File: src/rtl/iirdf_pkg.sv
// iirdf_pkg: shared widths, register indexes and the control struct of the
// direct form I filter. No dependencies; used by iirdf_mac and the top level.
package iirdf_pkg;

  localparam int SAMPLE_W  = 16;   // input and output samples
  localparam int COEF_W    = 32;   // Q4.28 coefficients
  localparam int HIST_W    = 32;   // Q16.16 output history
  localparam int OPND_W    = 32;   // multiplier operand, samples sign-extended
  localparam int PROD_W    = COEF_W + OPND_W;
  localparam int ACC_W     = 52;   // Q.28 accumulator, seven terms cannot overflow
  localparam int FB_SHIFT  = 16;   // Q.44 feedback product down to Q.28
  localparam int H_SHIFT   = 12;   // Q.28 accumulator down to Q16.16
  localparam int CFG_IDX_W = 3;

  // Register indexes of the configuration port
  localparam logic [CFG_IDX_W-1:0] REG_FF_COEF_0 = 3'd0;
  localparam logic [CFG_IDX_W-1:0] REG_FB_COEF_1 = 3'd4;

  localparam logic [COEF_W-1:0] FF_COEF_0_RESET = 32'h1000_0000;  // 1.0

  // Control of the shared multiply-accumulate unit
  typedef struct packed {
    logic clear;   // zero the accumulator
    logic issue;   // start a product this cycle
    logic fb;      // product is a feedback term: scale down and subtract
  } mac_ctrl_t;

endpackage

File: src/rtl/iirdf_mac.sv
// iirdf_mac: shared multiply-accumulate unit, one tap product per cycle.
// Depends on iirdf_pkg.
module iirdf_mac import iirdf_pkg::*; (
  input  logic                     clk,
  input  logic                     rst,
  input  mac_ctrl_t                ctrl,
  input  logic signed [COEF_W-1:0] coef,
  input  logic signed [OPND_W-1:0] opnd,
  output logic signed [ACC_W-1:0]  acc
);

  logic signed [PROD_W-1:0] prod;
  logic signed [PROD_W-1:0] prod_scaled;
  logic                     prod_fb;
  logic                     prod_valid;
  logic signed [ACC_W-1:0]  term;

  always_ff @(posedge clk) begin
    if (rst) begin
      prod_valid <= 1'b0;
    end else begin
      prod_valid <= ctrl.issue;
    end
    if (ctrl.issue) begin
      prod    <= coef * opnd;
      prod_fb <= ctrl.fb;
    end
  end

  // Feedback product: floor shift from Q.44 to Q.28, then subtract
  assign prod_scaled = prod >>> FB_SHIFT;

  always_comb begin
    if (prod_fb) begin
      term = -$signed(prod_scaled[ACC_W-1:0]);
    end else begin
      term = $signed(prod[ACC_W-1:0]);
    end
  end

  always_ff @(posedge clk) begin
    if (rst) begin
      acc <= '0;
    end else if (ctrl.clear) begin
      acc <= '0;
    end else if (prod_valid) begin
      acc <= acc + term;
    end
  end

endmodule

File: src/rtl/iir_direct_form_filter_top.sv
// Direct form I IIR filter, top level: coefficient registers, delay lines,
// sequencer and output register. Depends on iirdf_pkg and iirdf_mac.
//
// Each input transaction carries one signed 16-bit sample x[n]; each output
// transaction returns y[n] rounded and saturated to 16 bits, with clipped set
// when either the Q16.16 history value or the output saturated. The filter
// forms sum b[k]*x[n-k] - sum a[k]*y[n-1-k] over NUM_FEEDFORWARD feedforward
// and NUM_FEEDBACK feedback taps, all on one shared 32x32 multiplier feeding a
// 52-bit accumulator, one tap per cycle. After acceptance a sample keeps the
// block busy through its steps in order: the taps on the multiplier, a drain
// of the last product, a round and saturate into the history, and a round to
// 16 bits into the output register. The block is ready again in the cycle
// after that and takes no new sample before it is through with the last. The
// output register lets a result wait for the consumer while the next sample
// is taken in; the block stalls only if a second result is ready before the
// first one has been taken. Coefficients are Q4.28 and are written through
// cfg_we/cfg_index/cfg_data; the user must write them only while the filter
// is idle, which the block itself does not enforce: index 0..3 are b0..b3,
// 4..6 are a1..a3; writes to taps beyond the built counts or to index 7 are
// dropped. Both delay lines clear at reset, and b0 resets to 1.0.
module iir_direct_form_filter_top import iirdf_pkg::*; #(
  parameter int NUM_FEEDFORWARD = 3,   // 1..4
  parameter int NUM_FEEDBACK    = 2    // 1..3
) (
  input  logic                       clk,
  input  logic                       rst,
  input  logic                       in_valid,
  output logic                       in_ready,
  input  logic signed [SAMPLE_W-1:0] sample_in,
  output logic                       out_valid,
  input  logic                       out_ready,
  output logic signed [SAMPLE_W-1:0] sample_out,
  output logic                       clipped,
  input  logic                       cfg_we,
  input  logic [CFG_IDX_W-1:0]       cfg_index,
  input  logic [COEF_W-1:0]          cfg_data
);

  localparam int NUM_TAPS = NUM_FEEDFORWARD + NUM_FEEDBACK;
  localparam int CNT_W    = $clog2(NUM_TAPS + 1);

  typedef enum logic [4:0] {
    S_IDLE  = 5'b00001,
    S_RUN   = 5'b00010,
    S_DRAIN = 5'b00100,
    S_ROUND = 5'b01000,
    S_FIN   = 5'b10000
  } state_t;

  state_t state;
  state_t state_next;

  logic [CNT_W-1:0] cnt;

  // Coefficient registers, built taps only
  logic signed [COEF_W-1:0] ff_coef [NUM_FEEDFORWARD];
  logic signed [COEF_W-1:0] fb_coef [NUM_FEEDBACK];

  // Delay lines
  logic signed [SAMPLE_W-1:0] x_hist [NUM_FEEDFORWARD];
  logic signed [HIST_W-1:0]   y_hist [NUM_FEEDBACK];

  // Work line: coefficient/operand pairs, shifted toward entry 0 per tap
  logic signed [COEF_W-1:0] coef_sh [NUM_TAPS];
  logic signed [OPND_W-1:0] opnd_sh [NUM_TAPS];
  logic                     fb_sh   [NUM_TAPS];

  mac_ctrl_t               mac_ctrl;
  logic signed [ACC_W-1:0] acc;

  logic signed [HIST_W-1:0] h_reg;
  logic                     clip_h;

  logic                        in_acc;
  logic                        out_load;
  logic [ACC_W-1:0]            acc_rnd;
  logic [ACC_W-H_SHIFT-1:0]    h_wide;
  logic                        h_sat;
  logic signed [HIST_W-1:0]    h_next;
  logic [HIST_W:0]             y_rnd;
  logic [SAMPLE_W:0]           y_wide;
  logic                        y_sat;
  logic signed [SAMPLE_W-1:0]  y_next;

  assign in_ready = (state == S_IDLE);
  assign in_acc   = in_valid && in_ready;
  assign out_load = (state == S_FIN) && (!out_valid || out_ready);

  // Sequencer
  always_comb begin
    state_next = state;
    unique case (state)
      S_IDLE:  if (in_valid) state_next = S_RUN;
      S_RUN:   if (cnt == CNT_W'(1)) state_next = S_DRAIN;
      S_DRAIN: state_next = S_ROUND;
      S_ROUND: state_next = S_FIN;
      S_FIN:   if (out_load) state_next = S_IDLE;
      default: state_next = S_IDLE;
    endcase
  end

  always_ff @(posedge clk) begin
    if (rst) begin
      state <= S_IDLE;
      cnt   <= '0;
    end else begin
      state <= state_next;
      if (in_acc) begin
        cnt <= CNT_W'(NUM_TAPS);
      end else if (state == S_RUN) begin
        cnt <= cnt - CNT_W'(1);
      end
    end
  end

  // Coefficient writes; indexes of unbuilt taps fall through and are dropped
  always_ff @(posedge clk) begin
    if (rst) begin
      for (int k = 0; k < NUM_FEEDFORWARD; k++) begin
        ff_coef[k] <= (k == 0) ? FF_COEF_0_RESET : '0;
      end
      for (int j = 0; j < NUM_FEEDBACK; j++) begin
        fb_coef[j] <= '0;
      end
    end else if (cfg_we) begin
      for (int k = 0; k < NUM_FEEDFORWARD; k++) begin
        if (cfg_index == REG_FF_COEF_0 + CFG_IDX_W'(k)) ff_coef[k] <= cfg_data;
      end
      for (int j = 0; j < NUM_FEEDBACK; j++) begin
        if (cfg_index == REG_FB_COEF_1 + CFG_IDX_W'(j)) fb_coef[j] <= cfg_data;
      end
    end
  end

  // Feedforward delay line: advance on each accepted sample
  always_ff @(posedge clk) begin
    if (rst) begin
      for (int k = 0; k < NUM_FEEDFORWARD; k++) x_hist[k] <= '0;
    end else if (in_acc) begin
      x_hist[0] <= sample_in;
      for (int k = 1; k < NUM_FEEDFORWARD; k++) x_hist[k] <= x_hist[k-1];
    end
  end

  // Feedback delay line: advance once the saturated history value is known
  always_ff @(posedge clk) begin
    if (rst) begin
      for (int j = 0; j < NUM_FEEDBACK; j++) y_hist[j] <= '0;
    end else if (state == S_ROUND) begin
      y_hist[0] <= h_next;
      for (int j = 1; j < NUM_FEEDBACK; j++) y_hist[j] <= y_hist[j-1];
    end
  end

  // Load the work line at acceptance, then advance one tap per cycle
  always_ff @(posedge clk) begin
    if (in_acc) begin
      coef_sh[0] <= ff_coef[0];
      opnd_sh[0] <= OPND_W'(sample_in);
      fb_sh[0]   <= 1'b0;
      for (int k = 1; k < NUM_FEEDFORWARD; k++) begin
        coef_sh[k] <= ff_coef[k];
        opnd_sh[k] <= OPND_W'(x_hist[k-1]);
        fb_sh[k]   <= 1'b0;
      end
      for (int j = 0; j < NUM_FEEDBACK; j++) begin
        coef_sh[NUM_FEEDFORWARD+j] <= fb_coef[j];
        opnd_sh[NUM_FEEDFORWARD+j] <= y_hist[j];
        fb_sh[NUM_FEEDFORWARD+j]   <= 1'b1;
      end
    end else if (state == S_RUN) begin
      for (int k = 0; k < NUM_TAPS - 1; k++) begin
        coef_sh[k] <= coef_sh[k+1];
        opnd_sh[k] <= opnd_sh[k+1];
        fb_sh[k]   <= fb_sh[k+1];
      end
    end
  end

  always_comb begin
    mac_ctrl.clear = in_acc;
    mac_ctrl.issue = (state == S_RUN);
    mac_ctrl.fb    = fb_sh[0];
  end

  iirdf_mac u_mac (
    .clk  (clk),
    .rst  (rst),
    .ctrl (mac_ctrl),
    .coef (coef_sh[0]),
    .opnd (opnd_sh[0]),
    .acc  (acc)
  );

  // Round half up from Q.28 to Q16.16 and saturate to 32 bits
  always_comb begin
    acc_rnd = acc + (ACC_W'(1) << (H_SHIFT - 1));
    h_wide  = acc_rnd[ACC_W-1:H_SHIFT];
    h_sat   = !((&h_wide[ACC_W-H_SHIFT-1:HIST_W-1]) || !(|h_wide[ACC_W-H_SHIFT-1:HIST_W-1]));
    if (h_sat) begin
      h_next = h_wide[ACC_W-H_SHIFT-1] ? {1'b1, {(HIST_W-1){1'b0}}}
                                       : {1'b0, {(HIST_W-1){1'b1}}};
    end else begin
      h_next = h_wide[HIST_W-1:0];
    end
  end

  always_ff @(posedge clk) begin
    if (state == S_ROUND) begin
      h_reg  <= h_next;
      clip_h <= h_sat;
    end
  end

  // Round half up from Q16.16 to an integer and saturate to 16 bits
  always_comb begin
    y_rnd  = {h_reg[HIST_W-1], h_reg} + ((HIST_W+1)'(1) << (HIST_W/2 - 1));
    y_wide = y_rnd[HIST_W:HIST_W/2];
    y_sat  = (y_wide[SAMPLE_W] != y_wide[SAMPLE_W-1]);
    if (y_sat) begin
      y_next = y_wide[SAMPLE_W] ? {1'b1, {(SAMPLE_W-1){1'b0}}}
                                : {1'b0, {(SAMPLE_W-1){1'b1}}};
    end else begin
      y_next = y_wide[SAMPLE_W-1:0];
    end
  end

  // Output register: hold the result until the consumer takes it
  always_ff @(posedge clk) begin
    if (rst) begin
      out_valid <= 1'b0;
    end else if (out_load) begin
      out_valid <= 1'b1;
    end else if (out_ready) begin
      out_valid <= 1'b0;
    end
    if (out_load) begin
      sample_out <= y_next;
      clipped    <= clip_h || y_sat;
    end
  end

  // Accepted sample starts the tap sweep with a full count
  a_start_run: assert property (@(posedge clk) disable iff (rst)
    in_acc |=> (state == S_RUN) && (cnt == CNT_W'(NUM_TAPS)))
    else $error("tap sweep did not start after an accepted sample");

  // The sweep never runs with an exhausted tap count
  a_cnt_live: assert property (@(posedge clk) disable iff (rst)
    (state == S_RUN) |-> (cnt != '0))
    else $error("tap sweep running with zero taps left");

  // A finished result reaches the output register
  a_fin_out: assert property (@(posedge clk) disable iff (rst)
    out_load |=> out_valid && (state == S_IDLE))
    else $error("finished result not presented");

  // The multiplier is idle whenever a new sample may enter
  a_mac_idle: assert property (@(posedge clk) disable iff (rst)
    in_ready |-> !mac_ctrl.issue)
    else $error("multiplier issued outside the tap sweep");

endmodule
File: config.mk
export PLATFORM = sky130hd
export DESIGN_NAME = iir_direct_form_filter_top
export DESIGN_NICKNAME = d
export VERILOG_FILES = /design/src/rtl/iirdf_pkg.sv /design/src/rtl/iirdf_mac.sv /design/src/rtl/iir_direct_form_filter_top.sv
export SDC_FILE = /design/constraint.sdc
export NUM_CORES = 2
export LEC_CHECK = 0
export ABC_AREA = 1
export BUFFER_PORTS_ARGS = -buffer_cell sky130_fd_sc_hd__clkbuf_2
export CORE_ASPECT_RATIO = 1.4
export CORE_MARGIN = 2
export CORE_UTILIZATION = 40
export CTS_BUF_LIST = sky130_fd_sc_hd__clkbuf_8
export CTS_CLUSTER_DIAMETER = 40
export DETAILED_ROUTE_END_ITERATION = 10
export HOLD_SLACK_MARGIN = 0.08
export PLACE_DENSITY = 0.59
export SYNTH_ARGS = -nofsm -noshare
export SYNTH_HDL_FRONTEND = slang
export SYNTH_SLANG_ARGS = --single-unit
export TNS_END_PERCENT = 1
File: constraint.sdc
create_clock -name clk -period 8.38 [get_ports clk]
set_input_delay 0.419 -clock clk [delete_from_list [all_inputs] [get_ports clk]]
set_output_delay 0.419 -clock clk [all_outputs]
set_load 0.02 [all_outputs]
==> impl_metrics.tcl <==
set metrics [dict create \
    route.met2.wl_um 119000 \
    die_area_mm2 0.184 \
    path_depth 23 \
    die_width_um 363 \
    muxShareOfSynthArea_pct 0 \
    synthToLayoutAreaGrowth_pct 9.28 \
    avgRoutedWirePerCell_um 20.5 \
    syn_inst 8270 \
    outcome "finished clean" \
    cap_viol_max_count 0 \
    cts_root_buf "clkbuf_8" \
    synth_top_family_by_area "adder cells" \
    arrival_ps 8700 \
    hold_viol_final 0 \
    postLayoutSetupSlackWorst_ps 312 \
    synth_edf_count 679 \
    wl_um 222000 \
    coreArea_mm2 0.179 \
    largestRegisters "coef_sh: 160 flops, opnd_sh: 160 flops, ff_coef: 96 flops" \
    grt_pass1_wl_um 340000 \
    slowest_delay_ps 950 \
    first_pass_iters 6 \
    synth_ff_type "edfxtp_1" \
    synth_area_mm2 0.0720 \
    clock_latency_ps 840 \
    hpwl_um 178000 \
    synth_fp_nets 9649 \
    cts_tree "yes" \
    setup.worst_path.end_class "register" \
    tightest_slew_ps 1370 \
    nNetsFinal 9771 \
    synth_seq_cells 743 \
    die_height_um 506 \
    synth-xor-area-share_pct 1.76 \
    layout-drive-gt1-share_pct 5.81 \
    finClkSkew_ps 59.4 \
    synthArstFlopShare_pct 0 \
    hold_class "in -> reg" \
    grt_usage_pct 24.5 \
    crit-reg2reg-launch "coef_sh[0][29]" \
    grt_max_degree 124 \
    fin_tns_setup_ps 0 \
    placedCellCount 10600 \
    post-place-ws_ps 16.3 \
    synthSimpleGateAreaFrac_pct 17.6 \
    seq_area_frac_synth_pct 30.1 \
    numCtsBuffers 114 \
    setup_violations 0 \
    synth_area_per_cell_um2 8.71 \
    synthAdderAreaFrac_pct 34.3 \
    grt_antenna_before_repair 10 \
    cp-start-kind "register" \
    period_minus_slack_ps 8070 \
    synth_cell_types 45 \
    reg2reg_depth 23 \
    path_buf_inv 5 \
    rsz0062_at_grt "false" \
    port_buffers 74 \
    via_per_inst 4.99 \
    worst_path_most_repeated_cell "fa_1" \
    drt_iter0_markers 3535 \
    cts_buffer_depth 3 \
    num_vias 53900 \
    cp.required_ps 9010 \
    grt_pass1_vias 58200 \
    yosys_warnings 0 \
    met1_length_um 82600 \
    gr-total-overflow 0 \
    critical_path_class "reg -> reg" \
    regToRegEndpoint "u_mac.prod[48]" \
    multi_input_area_mm2 0.0418 \
    path_max_fanout 13 \
    instances_no_fill 10800 \
    finalCritPeriodShare_pct 96.3 \
    cpMaxStageDelayCell "edfxtp_1" \
    cp_top_family "adder cells" \
    rows 184 \
    maxSlewHeadroom_pct 7.74 \
    synth_compound_area_share_pct 4.35 \
    ios 75 \
    ant_nets 0 \
    maxSlewViolCount 0 \
    reg2reg_slack_ps 310 \
    crit_path_cell_trace "nand2_1, fa_1, inv_1, fa_1, inv_1, fa_1, fa_1, inv_1, fa_1, fa_1, fa_1, fa_1, ha_1, nand2_1, nor2_1, inv_1, nor2_1, inv_1, a21oi_1, nor2_1, nand3_1, a21oi_1, xor2_1" \
    gp_congestion 1.03 \
    max_freq_mhz 124 \
    top_layer "met5" \
    h-tree-depth 3 \
    seq_area_mm2 0.0217 \
    clkTransAtPathRegs_ps 60 \
    route.met3.wl_um 8540 \
    numClockSinks 743 \
    fillers 17700 \
    startpoint "coef_sh[0][29]" \
    start_util_pct 40.2 \
    crit_end "u_mac.prod[48]" \
    drc 0 \
]
[through the flow]
stage,instance area [µm²],hold WS [ps],util [%]
5_1_grt,78700,110,43.9
3_5_place_dp,76000,405,42.4
3_3_place_gp,76000,401,42.4
6_report,78700,147,43.9
2_1_floorplan,72000,400,-
4_1_cts,78700,90.8,43.9
[logic make-up (layout without fill, tap and decap cells)]
group | count (synthesis) | in the layout
AND/OR/NAND/NOR | 3213 | 3213
buffers and inverters | 2274 | 2487
adder cells (fa/ha/maj) | 1323 | 1323
flip-flops | 743 | 743
AO/OA/AOI/OAI | 572 | 572
XOR/XNOR | 145 | 145
other | 0 | 4
[worst min path at each step]
| stage | startpoint | endpoint | slack (ps) | depth (start not counted) |
|---|---|---|---|---|
| final | cfg_data[29] | fb_coef[0][61] | 150 | 3 |
| after floorplan | fb_sh[4] | fb_sh[4] | 400 | 2 |
| after detailed placement | y_hist[0][45] | opnd_sh[1][13] | 400 | 0 |
| after CTS | cfg_index[2] | ff_coef[0][28] | 90 | 5 |
| after global placement | fb_coef[0][45] | coef_sh[1][13] | 400 | 0 |
| after global routing | cfg_data[29] | fb_coef[0][61] | 110 | 3 |
[per-layer routing]
metal	global-route usage, %	vias to the layer above
met4	11.5	2
met3	2.46	529
li1	-	24900
met1	27.6	27000
met2	46.0	1498
met5	0	-
[area by class of cell]
cell class	count	share of cell area [%]
inverters	1975	9.42
well taps	2325	3.70
flip-flops and latches	743	27.5
multi-input cells	5253	53.1
clock inverters	93	0.812
diodes	4	0.0127
clock buffers	114	1.99
repair buffers	305	3.40
[worst min-delay path, delay by kind of cell]
family / cells / cell delay, ps
buffers and inverters: 2 / 270
and+or+nand+nor: 1 / 70
[Yosys cell counts (2+ instances only)]
| library cell | instances | area share [%] |
|---|---|---|
| buf_6 | 3 | 0.047 |
| nor3_2 | 4 | 0.056 |
| a21boi_0 | 6 | 0.063 |
| nand2_1 | 2266 | 12 |
| nor2_1 | 611 | 3.2 |
| nand2_2 | 15 | 0.13 |
| o21ai_1 | 4 | 0.028 |
| edfxtp_1 | 679 | 28 |
| fa_1 | 1083 | 30 |
| a31oi_1 | 12 | 0.10 |
| nor3_1 | 38 | 0.26 |
| nand3b_1 | 6 | 0.063 |
| nand2_4 | 2 | 0.031 |
| ha_1 | 240 | 4.2 |
| clkbuf_1 | 272 | 1.4 |
| xnor2_1 | 29 | 0.35 |
| or2_2 | 18 | 0.16 |
| a21oi_1 | 229 | 1.6 |
| a211oi_1 | 2 | 0.021 |
| nand3_1 | 179 | 1.2 |
| dfxtp_1 | 64 | 1.8 |
| buf_2 | 14 | 0.097 |
| inv_1 | 1968 | 10 |
| clkinv_1 | 2 | 0.010 |
| o21a_1 | 11 | 0.11 |
| xor2_1 | 116 | 1.4 |
| nor2_4 | 2 | 0.031 |
| a31o_2 | 2 | 0.024 |
| a21oi_2 | 14 | 0.17 |
| o221ai_1 | 2 | 0.024 |
| buf_4 | 3 | 0.031 |
| buf_1 | 6 | 0.031 |
| nor4_1 | 14 | 0.12 |
| a21o_1 | 21 | 0.22 |
| inv_2 | 5 | 0.026 |
| o31ai_1 | 2 | 0.021 |
| nor2_2 | 6 | 0.052 |
| o21ai_0 | 233 | 1.6 |
| nand4_1 | 52 | 0.45 |
| o21bai_1 | 23 | 0.24 |
| o211ai_1 | 8 | 0.083 |
[layout by cell type (no fill, tap or decap), types with 5 or more instances in the layout]
master / synthesis / final
fa_1: 1083 / 1082
clkinv_2: 0 / 11
or2_2: 18 / 18
clkinv_4: 0 / 6
buf_12: 0 / 36
a21boi_0: 6 / 6
o21ai_0: 233 / 233
nor2_1: 611 / 611
a21oi_2: 14 / 14
nor2_2: 6 / 6
a31oi_1: 12 / 12
a21o_1: 21 / 21
o211ai_1: 8 / 8
nor3_1: 38 / 36
ha_1: 240 / 240
inv_2: 5 / 7
nand3_1: 179 / 179
inv_6: 0 / 6
inv_1: 1968 / 2001
clkbuf_2: 0 / 74
o21bai_1: 23 / 23
dfxtp_1: 64 / 63
nor4_1: 14 / 14
clkinv_1: 2 / 21
o21a_1: 11 / 11
clkbuf_8: 0 / 114
edfxtp_1: 679 / 679
xnor2_1: 29 / 29
xor2_1: 116 / 116
nand2_1: 2266 / 2260
a21oi_1: 229 / 229
buf_4: 3 / 148
nor3_2: 4 / 5
nand3b_1: 6 / 6
dlygate4sd3_1: 0 / 47
nand2_2: 15 / 19
nand4_1: 52 / 52
[timing repair]
| action | in CTS | in global routing |
|---|---|---|
| hold buffers | 47 | 0 |
| gates resized for setup | 1 | 1 |
| pin swaps | 0 | 0 |
| setup endpoints to repair | 1 | 2 |
| endpoints found under the hold margin | 162 | 0 |
| setup buffers | 0 | 4 |
Power is not shown: default switching activity piles up to over one toggle a cycle in this logic, so the estimate is an artifact.
